[src/design/pva_pkg.sv]
`default_nettype none
// ----------------------------------------------------------------------------
// pva_pkg: shared types and constants of the voice allocator
// Field widths, result codes and the voice store command struct.
// ----------------------------------------------------------------------------
package pva_pkg;

  localparam int unsigned KEY_W    = 21;
  localparam int unsigned FREQ_W   = 20;
  localparam int unsigned BUSY_W   = 8;
  localparam int unsigned CFG_W    = 4;
  localparam int unsigned VIDX_W   = 3;
  localparam int unsigned CNT_W    = 4;
  localparam int unsigned HW_VOICES = 8;

  localparam int unsigned DEF_MAX_VOICES = 8;
  localparam int unsigned DEF_COUNT_BITS = 8;

  localparam logic [CFG_W-1:0] VOICES_RESET = 4'd8;

  localparam logic OP_PLAY = 1'b0;
  localparam logic OP_STOP = 1'b1;

  typedef enum logic [2:0] {
    ACT_NONE  = 3'd0,
    ACT_START = 3'd1,
    ACT_STOP  = 3'd2,
    ACT_COUNT = 3'd3,
    ACT_DROP  = 3'd4
  } action_e;

  // write command to the voice store
  typedef struct packed {
    logic wr_tag;
    logic wr_count;
    logic set_valid;
    logic clr_valid;
  } store_cmd_t;

endpackage
`default_nettype wire

[src/design/pva_voice_store.sv]
`default_nettype none
// ----------------------------------------------------------------------------
// pva_voice_store: per-voice tag and hold count storage
// Tags and counts in a one-write, one-read memory with registered read;
// tag valid bits in flops cleared by reset.
// ----------------------------------------------------------------------------
module pva_voice_store import pva_pkg::*; #(
  parameter int unsigned MAX_VOICES = DEF_MAX_VOICES,
  parameter int unsigned COUNT_BITS = DEF_COUNT_BITS,
  localparam int unsigned AW = (MAX_VOICES > 1) ? $clog2(MAX_VOICES) : 1
) (
  input  wire logic                  clk_i,
  input  wire logic                  rst_ni,
  input  wire logic                  rd_en_i,
  input  wire logic [AW-1:0]         rd_addr_i,
  output logic      [KEY_W-1:0]      rd_tag_o,
  output logic      [COUNT_BITS-1:0] rd_count_o,
  output logic      [MAX_VOICES-1:0] valid_o,
  input  wire store_cmd_t            cmd_i,
  input  wire logic [AW-1:0]         wr_addr_i,
  input  wire logic [KEY_W-1:0]      wr_tag_i,
  input  wire logic [COUNT_BITS-1:0] wr_count_i
);

  logic [KEY_W-1:0]      tag_mem [MAX_VOICES];
  logic [COUNT_BITS-1:0] cnt_mem [MAX_VOICES];
  logic [MAX_VOICES-1:0] valid_q, valid_d;

  always_ff @(posedge clk_i) begin
    if (cmd_i.wr_tag) begin
      tag_mem[wr_addr_i] <= wr_tag_i;
    end
    if (cmd_i.wr_count) begin
      cnt_mem[wr_addr_i] <= wr_count_i;
    end
    if (rd_en_i) begin
      rd_tag_o   <= tag_mem[rd_addr_i];
      rd_count_o <= cnt_mem[rd_addr_i];
    end
  end

  always_comb begin
    valid_d = valid_q;
    if (cmd_i.set_valid) begin
      valid_d[wr_addr_i] = 1'b1;
    end
    if (cmd_i.clr_valid) begin
      valid_d[wr_addr_i] = 1'b0;
    end
  end

  always_ff @(posedge clk_i or negedge rst_ni) begin
    if (!rst_ni) begin
      valid_q <= '0;
    end else begin
      valid_q <= valid_d;
    end
  end

  assign valid_o = valid_q;

endmodule
`default_nettype wire

[src/design/polyphonic_voice_allocator_top.sv]
`default_nettype none
// ----------------------------------------------------------------------------
// polyphonic_voice_allocator_top: reference-counted voice allocator
// Matches note events against voice tags by a sequential scan and starts,
// counts or stops voices; one result transaction per input transaction.
// ----------------------------------------------------------------------------
// Throughput: one item at a time; the next input transaction is taken the
//   cycle after the result is loaded. The scan reads one voice per cycle
//   through the store's single registered read port and ends at a match or
//   after the active voices (0..8); a negative key skips it. A stalled result
//   holds the sequencer in resolve.
// Reset: asynchronous, active low; clears the tag valid bits, the sequencer
//   and the result valid flag, and sets voices_in_use to 8. Tags and counts
//   are not cleared: they are only read behind a valid bit.
module polyphonic_voice_allocator_top import pva_pkg::*; #(
  parameter int unsigned MAX_VOICES = DEF_MAX_VOICES,
  parameter int unsigned COUNT_BITS = DEF_COUNT_BITS
) (
  input  wire logic                     clk_i,
  input  wire logic                     rst_ni,
  // configuration write channel
  input  wire logic                     cfg_valid_i,
  output logic                          cfg_ready_o,
  input  wire logic        [CFG_W-1:0]  voices_in_use_i,
  // input channel
  input  wire logic                     in_valid_i,
  output logic                          in_ready_o,
  input  wire logic                     opcode_i,
  input  wire logic signed [KEY_W-1:0]  key_i,
  input  wire logic        [BUSY_W-1:0] voice_busy_i,
  // result channel
  output logic                          out_valid_o,
  input  wire logic                     out_ready_i,
  output logic             [2:0]        action_o,
  output logic             [VIDX_W-1:0] voice_index_o,
  output logic             [FREQ_W-1:0] voice_frequency_o,
  output logic             [CNT_W-1:0]  busy_count_o
);

  localparam int unsigned AW = (MAX_VOICES > 1) ? $clog2(MAX_VOICES) : 1;
  // voices that can ever be searched: the result index is three bits wide
  localparam int unsigned LIMIT = (MAX_VOICES < HW_VOICES) ? MAX_VOICES : HW_VOICES;
  localparam logic [CNT_W-1:0] LIMIT_N = CNT_W'(LIMIT);
  localparam logic [COUNT_BITS-1:0] CNT_MAX = '1;
  localparam logic [COUNT_BITS-1:0] CNT_ONE = COUNT_BITS'(1);

  typedef enum logic [2:0] {
    ST_IDLE    = 3'b001,
    ST_SCAN    = 3'b010,
    ST_RESOLVE = 3'b100
  } state_e;

  state_e state_q, state_d;

  // configuration register
  logic [CFG_W-1:0] voices_q;

  // per-item registers
  logic              op_q;
  logic [KEY_W-1:0]  key_q;
  logic              key_neg_q;
  logic [CNT_W-1:0]  n_q;
  logic [CNT_W-1:0]  nbusy_q;
  logic              idle_ok_q;
  logic [VIDX_W-1:0] idle_idx_q;
  logic [CNT_W-1:0]  scan_idx_q, scan_idx_d;
  logic [AW-1:0]     chk_addr_q, chk_addr_d;
  logic              chk_vld_q, chk_vld_d;
  logic              found_q, found_d;

  // result register
  logic              out_valid_q, out_valid_d;
  action_e           act_q, act_d;
  logic [VIDX_W-1:0] vidx_q, vidx_d;
  logic [FREQ_W-1:0] freq_q, freq_d;

  // voice store
  logic                  rd_en;
  logic [AW-1:0]         rd_addr;
  logic [KEY_W-1:0]      rd_tag;
  logic [COUNT_BITS-1:0] rd_count;
  logic [MAX_VOICES-1:0] valid_vec;
  store_cmd_t            cmd;
  logic [AW-1:0]         wr_addr;
  logic [COUNT_BITS-1:0] wr_count;

  // decode at the input transaction
  logic              in_fire;
  logic [CNT_W-1:0]  n_acc;
  logic [CNT_W-1:0]  nbusy_acc;
  logic              idle_ok_acc;
  logic [VIDX_W-1:0] idle_idx_acc;

  logic hit;
  logic res_fire;

  assign in_fire     = in_valid_i && in_ready_o;
  assign in_ready_o  = (state_q == ST_IDLE);
  assign cfg_ready_o = 1'b1;

  // active voices: min(voices_in_use, MAX_VOICES, 8)
  assign n_acc = (voices_q > LIMIT_N) ? LIMIT_N : voices_q;

  // busy count over active voices and lowest idle voice
  always_comb begin
    nbusy_acc    = '0;
    idle_ok_acc  = 1'b0;
    idle_idx_acc = '0;
    for (int i = 0; i < HW_VOICES; i++) begin
      if (CNT_W'(i) < n_acc) begin
        nbusy_acc = nbusy_acc + CNT_W'(voice_busy_i[i]);
      end
    end
    for (int i = HW_VOICES - 1; i >= 0; i--) begin
      if ((CNT_W'(i) < n_acc) && !voice_busy_i[i]) begin
        idle_ok_acc  = 1'b1;
        idle_idx_acc = VIDX_W'(i);
      end
    end
  end

  // tag compare on the entry read in the previous cycle
  assign hit = chk_vld_q && valid_vec[chk_addr_q] && (rd_tag == key_q);

  // result can be loaded once the output register is free or draining
  assign res_fire = (state_q == ST_RESOLVE) && (!out_valid_q || out_ready_i);

  // sequencer
  always_comb begin
    state_d    = state_q;
    scan_idx_d = scan_idx_q;
    chk_addr_d = chk_addr_q;
    chk_vld_d  = chk_vld_q;
    found_d    = found_q;
    rd_en      = 1'b0;
    rd_addr    = AW'(scan_idx_q);
    case (state_q)
      ST_IDLE: begin
        if (in_fire) begin
          scan_idx_d = '0;
          chk_vld_d  = 1'b0;
          found_d    = 1'b0;
          state_d    = key_i[KEY_W-1] ? ST_RESOLVE : ST_SCAN;
        end
      end
      ST_SCAN: begin
        if (hit) begin
          found_d = 1'b1;
          state_d = ST_RESOLVE;
        end else if (scan_idx_q < n_q) begin
          rd_en      = 1'b1;
          chk_addr_d = rd_addr;
          chk_vld_d  = 1'b1;
          scan_idx_d = scan_idx_q + CNT_W'(1);
        end else begin
          chk_vld_d = 1'b0;
          state_d   = ST_RESOLVE;
        end
      end
      ST_RESOLVE: begin
        if (res_fire) begin
          state_d = ST_IDLE;
        end
      end
      default: begin
        state_d = ST_IDLE;
      end
    endcase
  end

  // resolution: store update and result
  always_comb begin
    cmd         = '0;
    wr_addr     = chk_addr_q;
    wr_count    = rd_count;
    act_d       = act_q;
    vidx_d      = vidx_q;
    freq_d      = freq_q;
    out_valid_d = out_valid_q && !out_ready_i;
    if (res_fire) begin
      out_valid_d = 1'b1;
      act_d       = ACT_NONE;
      vidx_d      = '0;
      freq_d      = '0;
      if (!key_neg_q) begin
        if (op_q == OP_PLAY) begin
          if (found_q) begin
            // saturating increment
            cmd.wr_count = (rd_count != CNT_MAX);
            wr_count     = rd_count + CNT_ONE;
            act_d        = ACT_COUNT;
            vidx_d       = VIDX_W'(chk_addr_q);
          end else if (idle_ok_q) begin
            wr_addr       = AW'(idle_idx_q);
            wr_count      = CNT_ONE;
            cmd.wr_tag    = 1'b1;
            cmd.wr_count  = 1'b1;
            cmd.set_valid = 1'b1;
            act_d         = ACT_START;
            vidx_d        = idle_idx_q;
            freq_d        = key_q[FREQ_W-1:0];
          end else begin
            act_d = ACT_DROP;
          end
        end else if (found_q) begin
          vidx_d = VIDX_W'(chk_addr_q);
          if (rd_count <= CNT_ONE) begin
            // last holder released: free the voice
            cmd.clr_valid = 1'b1;
            act_d         = ACT_STOP;
          end else begin
            cmd.wr_count = 1'b1;
            wr_count     = rd_count - CNT_ONE;
            act_d        = ACT_COUNT;
          end
        end
      end
    end
  end

  pva_voice_store #(
    .MAX_VOICES (MAX_VOICES),
    .COUNT_BITS (COUNT_BITS)
  ) u_store (
    .clk_i      (clk_i),
    .rst_ni     (rst_ni),
    .rd_en_i    (rd_en),
    .rd_addr_i  (rd_addr),
    .rd_tag_o   (rd_tag),
    .rd_count_o (rd_count),
    .valid_o    (valid_vec),
    .cmd_i      (cmd),
    .wr_addr_i  (wr_addr),
    .wr_tag_i   (key_q),
    .wr_count_i (wr_count)
  );

  // control registers
  always_ff @(posedge clk_i or negedge rst_ni) begin
    if (!rst_ni) begin
      state_q     <= ST_IDLE;
      voices_q    <= VOICES_RESET;
      scan_idx_q  <= '0;
      chk_vld_q   <= 1'b0;
      found_q     <= 1'b0;
      out_valid_q <= 1'b0;
    end else begin
      state_q     <= state_d;
      scan_idx_q  <= scan_idx_d;
      chk_vld_q   <= chk_vld_d;
      found_q     <= found_d;
      out_valid_q <= out_valid_d;
      if (cfg_valid_i && cfg_ready_o) begin
        voices_q <= voices_in_use_i;
      end
    end
  end

  // payload registers
  always_ff @(posedge clk_i) begin
    chk_addr_q <= chk_addr_d;
    act_q      <= act_d;
    vidx_q     <= vidx_d;
    freq_q     <= freq_d;
    if (res_fire) begin
      busy_count_o <= nbusy_q;
    end
    if (in_fire) begin
      op_q       <= opcode_i;
      key_q      <= key_i;
      key_neg_q  <= key_i[KEY_W-1];
      n_q        <= n_acc;
      nbusy_q    <= nbusy_acc;
      idle_ok_q  <= idle_ok_acc;
      idle_idx_q <= idle_idx_acc;
    end
  end

  assign out_valid_o       = out_valid_q;
  assign action_o          = act_q;
  assign voice_index_o     = vidx_q;
  assign voice_frequency_o = freq_q;

`ifndef SYNTHESIS
  // the sequencer is busy in the cycle after an accepted transaction
  a_busy_after_accept: assert property (@(posedge clk_i) disable iff (!rst_ni)
    in_fire |=> !in_ready_o)
    else $error("input taken while an item was in flight");

  // the scan never runs past the active voices
  a_scan_bound: assert property (@(posedge clk_i) disable iff (!rst_ni)
    (state_q == ST_SCAN) |-> (scan_idx_q <= n_q))
    else $error("scan index beyond active voices");

  // frequency only carried by a voice start
  a_freq_start_only: assert property (@(posedge clk_i) disable iff (!rst_ni)
    (out_valid_o && (action_o != ACT_START)) |-> (voice_frequency_o == '0))
    else $error("frequency on a result that starts no voice");

  // no voice index on empty or dropped results
  a_vidx_zero: assert property (@(posedge clk_i) disable iff (!rst_ni)
    (out_valid_o && ((action_o == ACT_NONE) || (action_o == ACT_DROP)))
      |-> (voice_index_o == '0))
    else $error("voice index on a result without a voice");

  // a stalled result keeps its action
  a_result_hold: assert property (@(posedge clk_i) disable iff (!rst_ni)
    (out_valid_o && !out_ready_i) |=> (out_valid_o && $stable(action_o)))
    else $error("result changed while stalled");
`endif

endmodule
`default_nettype wire

[config.mk]
export PLATFORM = sky130hd
export DESIGN_NAME = polyphonic_voice_allocator_top
export DESIGN_NICKNAME = d
export VERILOG_FILES = /design/src/design/pva_pkg.sv /design/src/design/pva_voice_store.sv /design/src/design/polyphonic_voice_allocator_top.sv
export SDC_FILE = /design/constraint.sdc
export NUM_CORES = 1
export LEC_CHECK = 0
export BUFFER_PORTS_ARGS = -buffer_cell sky130_fd_sc_hd__buf_4
export CAP_MARGIN = 10
export CORE_MARGIN = 2
export CORE_UTILIZATION = 25
export CTS_CLUSTER_DIAMETER = 150
export CTS_CLUSTER_SIZE = 24
export DETAILED_ROUTE_END_ITERATION = 7
export GPL_TIMING_DRIVEN = 0
export SYNTH_ARGS = -nofsm -noshare
export SYNTH_HDL_FRONTEND = slang
export SYNTH_HIERARCHICAL = 1
export SYNTH_SLANG_ARGS = --single-unit
[constraint.sdc]
create_clock -name clk_i -period 5.5 [get_ports clk_i]
set_clock_uncertainty 0.05 [all_clocks]
set_input_delay 0.825 -clock clk_i [delete_from_list [all_inputs] [get_ports clk_i]]
set_output_delay 0.825 -clock clk_i [all_outputs]
set_load 0.01 [all_outputs]
==> impl_metrics.json <==
{
  "status": "finished, final reports clean",
  "synth.top_cell.area_share": 0.659,
  "synth_nets": 920,
  "via_per_inst": 4.61,
  "syn_to_final_growth_pct": 15.0,
  "core_area_mm2": 0.0590,
  "drt_iter0_markers": 689,
  "fin_cells": 1737,
  "drt-pass1-iter-count": 5,
  "wl_met2_um": 15100,
  "synth.distinct_cells": 75,
  "crit_fanout": 10,
  "setup_viol": 0,
  "grt_use_total": 0.103,
  "drive_above_1_share": 0.241,
  "maxCapViolations": 0,
  "fmax_ghz": 0.193,
  "io_pins": 72,
  "clk_pin_slew_worst_paths_ns": 0.10,
  "final_nets": 1017,
  "cts_htree_levels": 1,
  "cts_buffers": 18,
  "cts-root-buf": "clkbuf_16",
  "synth_warnings": 6,
  "fin_hold_ws_ns": 0.125,
  "drt-met1-wl_um": 15400,
  "intPower_mw": 4.49,
  "rsz0062_at_grt": "no",
  "worstSkewPairLatency_ns": 0.53,
  "hold_viol_final": 0,
  "port_buffers": 70,
  "grt_pass1_vias": 8115,
  "syn-instance-count": 862,
  "top_layer_used": "met4",
  "critical_path.startpoint_type": "flip-flop",
  "power.switching_mw": 1.66,
  "layout_commonest_cell": "edfxtp_1",
  "crit_required_ns": 5.72,
  "synth_top_area_cell": "edfxtp_1",
  "die-width_um": 249,
  "end_kind": "flip-flop",
  "synth_edf_count": 328,
  "worst_ep_arrival_time_ns": 5.40,
  "layout_common_cells": "edfxtp_1, buf_4, mux4_2",
  "ys.flop_type": "edfxtp_1",
  "synth.area.top_cells": "edfxtp_1, mux4_2, dfrtp_1, mux4_1, mux2_2",
  "wl_met3_um": 1660,
  "drt-total-wl_um": 32700,
  "utilization": 0.291,
  "overflow": 0,
  "drc": 0,
  "ys_seq_area_frac": 0.696,
  "power.density_mw_per_mm2": 358,
  "dp_hpwl_um": 21100,
  "place_congestion": 0.814,
  "p_clk_frac": 0.236,
  "die_h_um": 249,
  "drt-wirelength-per-cell_um": 18.8,
  "async_flop_share": 0.0629,
  "crit_type": "reg2reg",
  "period_needed_ns": 5.18,
  "syn_area_per_cell_um2": 17.3,
  "worst_pin_slew_ns": 1.23,
  "pwr-share-comb": 0.215,
  "reg2reg_setup_slack_ns": 0.32,
  "cts_tree": "done",
  "p_leak_nw": 5.58,
  "dieArea_mm2": 0.0618,
  "slew_violations": 0,
  "post-place-cells": 1710,
  "antenna_found_initial": 0,
  "max-vdd-ir-drop_uv": 178,
  "cts_buffer_depth": 3,
  "grt_pass1_wl_um": 50100,
  "final.period_utilization": 0.942,
  "cts.sinks": 350,
  "antenna_left": 0,
  "slew_headroom": 0.174,
  "fillers": 5869,
  "grt_start_max_net_pins": 32,
  "synth-seq-cells": 350,
  "seqPwrFrac": 0.548,
  "rows": 89,
  "netlist_area_mm2": 0.0149,
  "num_vias": 8004,
  "hold_class": "in2async",
  "swShare": 0.270,
  "start_util": 0.253,
  "antenna_cells": 0
}
## path summary, 6_finish.rpt
kind	from	end	depth (start not counted)
worst max-delay path	voices_q[0]	nbusy_q[3]	25
worst min register to register	nbusy_q[1]	busy_count_o[1]	0
worst max register to register	voices_q[0]	nbusy_q[3]	25
max in group asynchronous	rst_ni	state_q[0]	1
worst min-delay path	rst_ni	out_valid_o	1
min in group clk_i	nbusy_q[1]	busy_count_o[1]	0
## area by class of cell
cell class	count	area, um2	share of cell area
Multi-Input combinational cell	455	4320	0.252
Timing Repair Buffer	77	671	0.0390
Buffer	40	254	0.0148
Inverter	17	63.8	0.00371
Sequential cell	350	10400	0.605
Tap cell	773	967	0.0563
Clock buffer	24	494	0.0288
Clock inverter	1	11.3	0.000655
## power by group through the flow
stage | Sequential (mW) | Combinational (mW) | Clock, mW
floorplan | 3.38 | 0.926 | 0
global placement | 3.43 | 1.26 | 0
detailed placement | 3.44 | 1.31 | 0
CTS | 3.38 | 1.32 | 1.51
global route | 3.40 | 1.45 | 1.59
finish | 3.37 | 1.33 | 1.46
## worst max-delay path, cell delays in order (launching register included)
cell and delay [ns]:
dfrtp_1 0.37, buf_2 0.18, buf_6 0.16, nor2_1 0.10, a21oi_1 0.07, ha_1 0.30, nand2_1 0.06, o21ai_0 0.10
ha_1 0.30, mux2_2 0.26, ha_1 0.27, nand2_1 0.06, o31ai_2 0.09, ha_2 0.34, mux2_2 0.26, ha_1 0.29
a22o_1 0.20, ha_1 0.27, nand2_1 0.06, o21ai_1 0.12, ha_2 0.22, nand3_2 0.11, a211o_1 0.27, a22oi_1 0.17
nor3_2 0.08, xor2_1 0.15
## cells in the mapped netlist (all sizes together) (4+ instances only)
master	number
a21oi	16
nor3b	4
nor2b	10
a211oi	5
a21o	10
and2	24
xor2	20
o22a	9
buf	16
edfxtp	328
mux4	60
ha	19
nand2	43
nor2	43
and3	6
nand2b	10
nor4bb	4
clkbuf	24
a22o	5
inv	17
o21bai	4
mux2	38
a31oi	6
nor3	9
xnor2	8
nand3	11
dfrtp	20
o21ai	25
nand4	11
nor4	8
## through the flow
| stage | total power, mW | TNS, ns | setup slack, ns | cell area (um2) |
|---|---|---|---|---|
| final | 6.15 | 0 | 0.319 | 17200 |
| after global routing | 6.45 | 0 | 0.0285 | 17200 |
| after CTS | 6.21 | 0 | 0.0545 | 17100 |
| after detailed placement | 4.75 | -0.0717 | -0.0717 | 16600 |
| after global placement | 4.70 | -120.56 | -0.809 | 16400 |
| after floorplan | 4.30 | 0 | 0.425 | 14900 |
## logic make-up (layout without fill, tap and decap cells)
family	count (synthesis)	in the layout	share of synthesized area
and+or+nand+nor	198	198	0.0732
muxes	101	101	0.127
other	1	1	0.000251
xor gates and xnor gates	28	28	0.0164
DFF	350	350	0.696
AOI/OAI and AO/OA	108	108	0.0508
buffers and inverters	57	159	0.0208
adders and majority gates	19	19	0.0159
## sequential cells by signal, indices dropped and copies added (netlist names), 8 cells and up
register	cells
u_store/valid_o	8
u_store/tag_mem	168
u_store/rd_tag_o	21
u_store/cnt_mem	64
key_q	21
u_store/rd_count_o	8
voice_frequency_o	20
## layer usage
metal,track usage,up-vias
li1,-,3592
met1,0.150,4131
met2,0.164,240
met3,0.0162,41
met4,0.0178,0
met5,0,-
## what timing repair did
action / CTS / global route
pin swaps: 0 / 2
hold buffers: 0 / 0
setup endpoints to repair: 2 / 3
gates resized for setup: 1 / 11
setup buffers: 0 / 2
(Power assumes the default switching activity.)
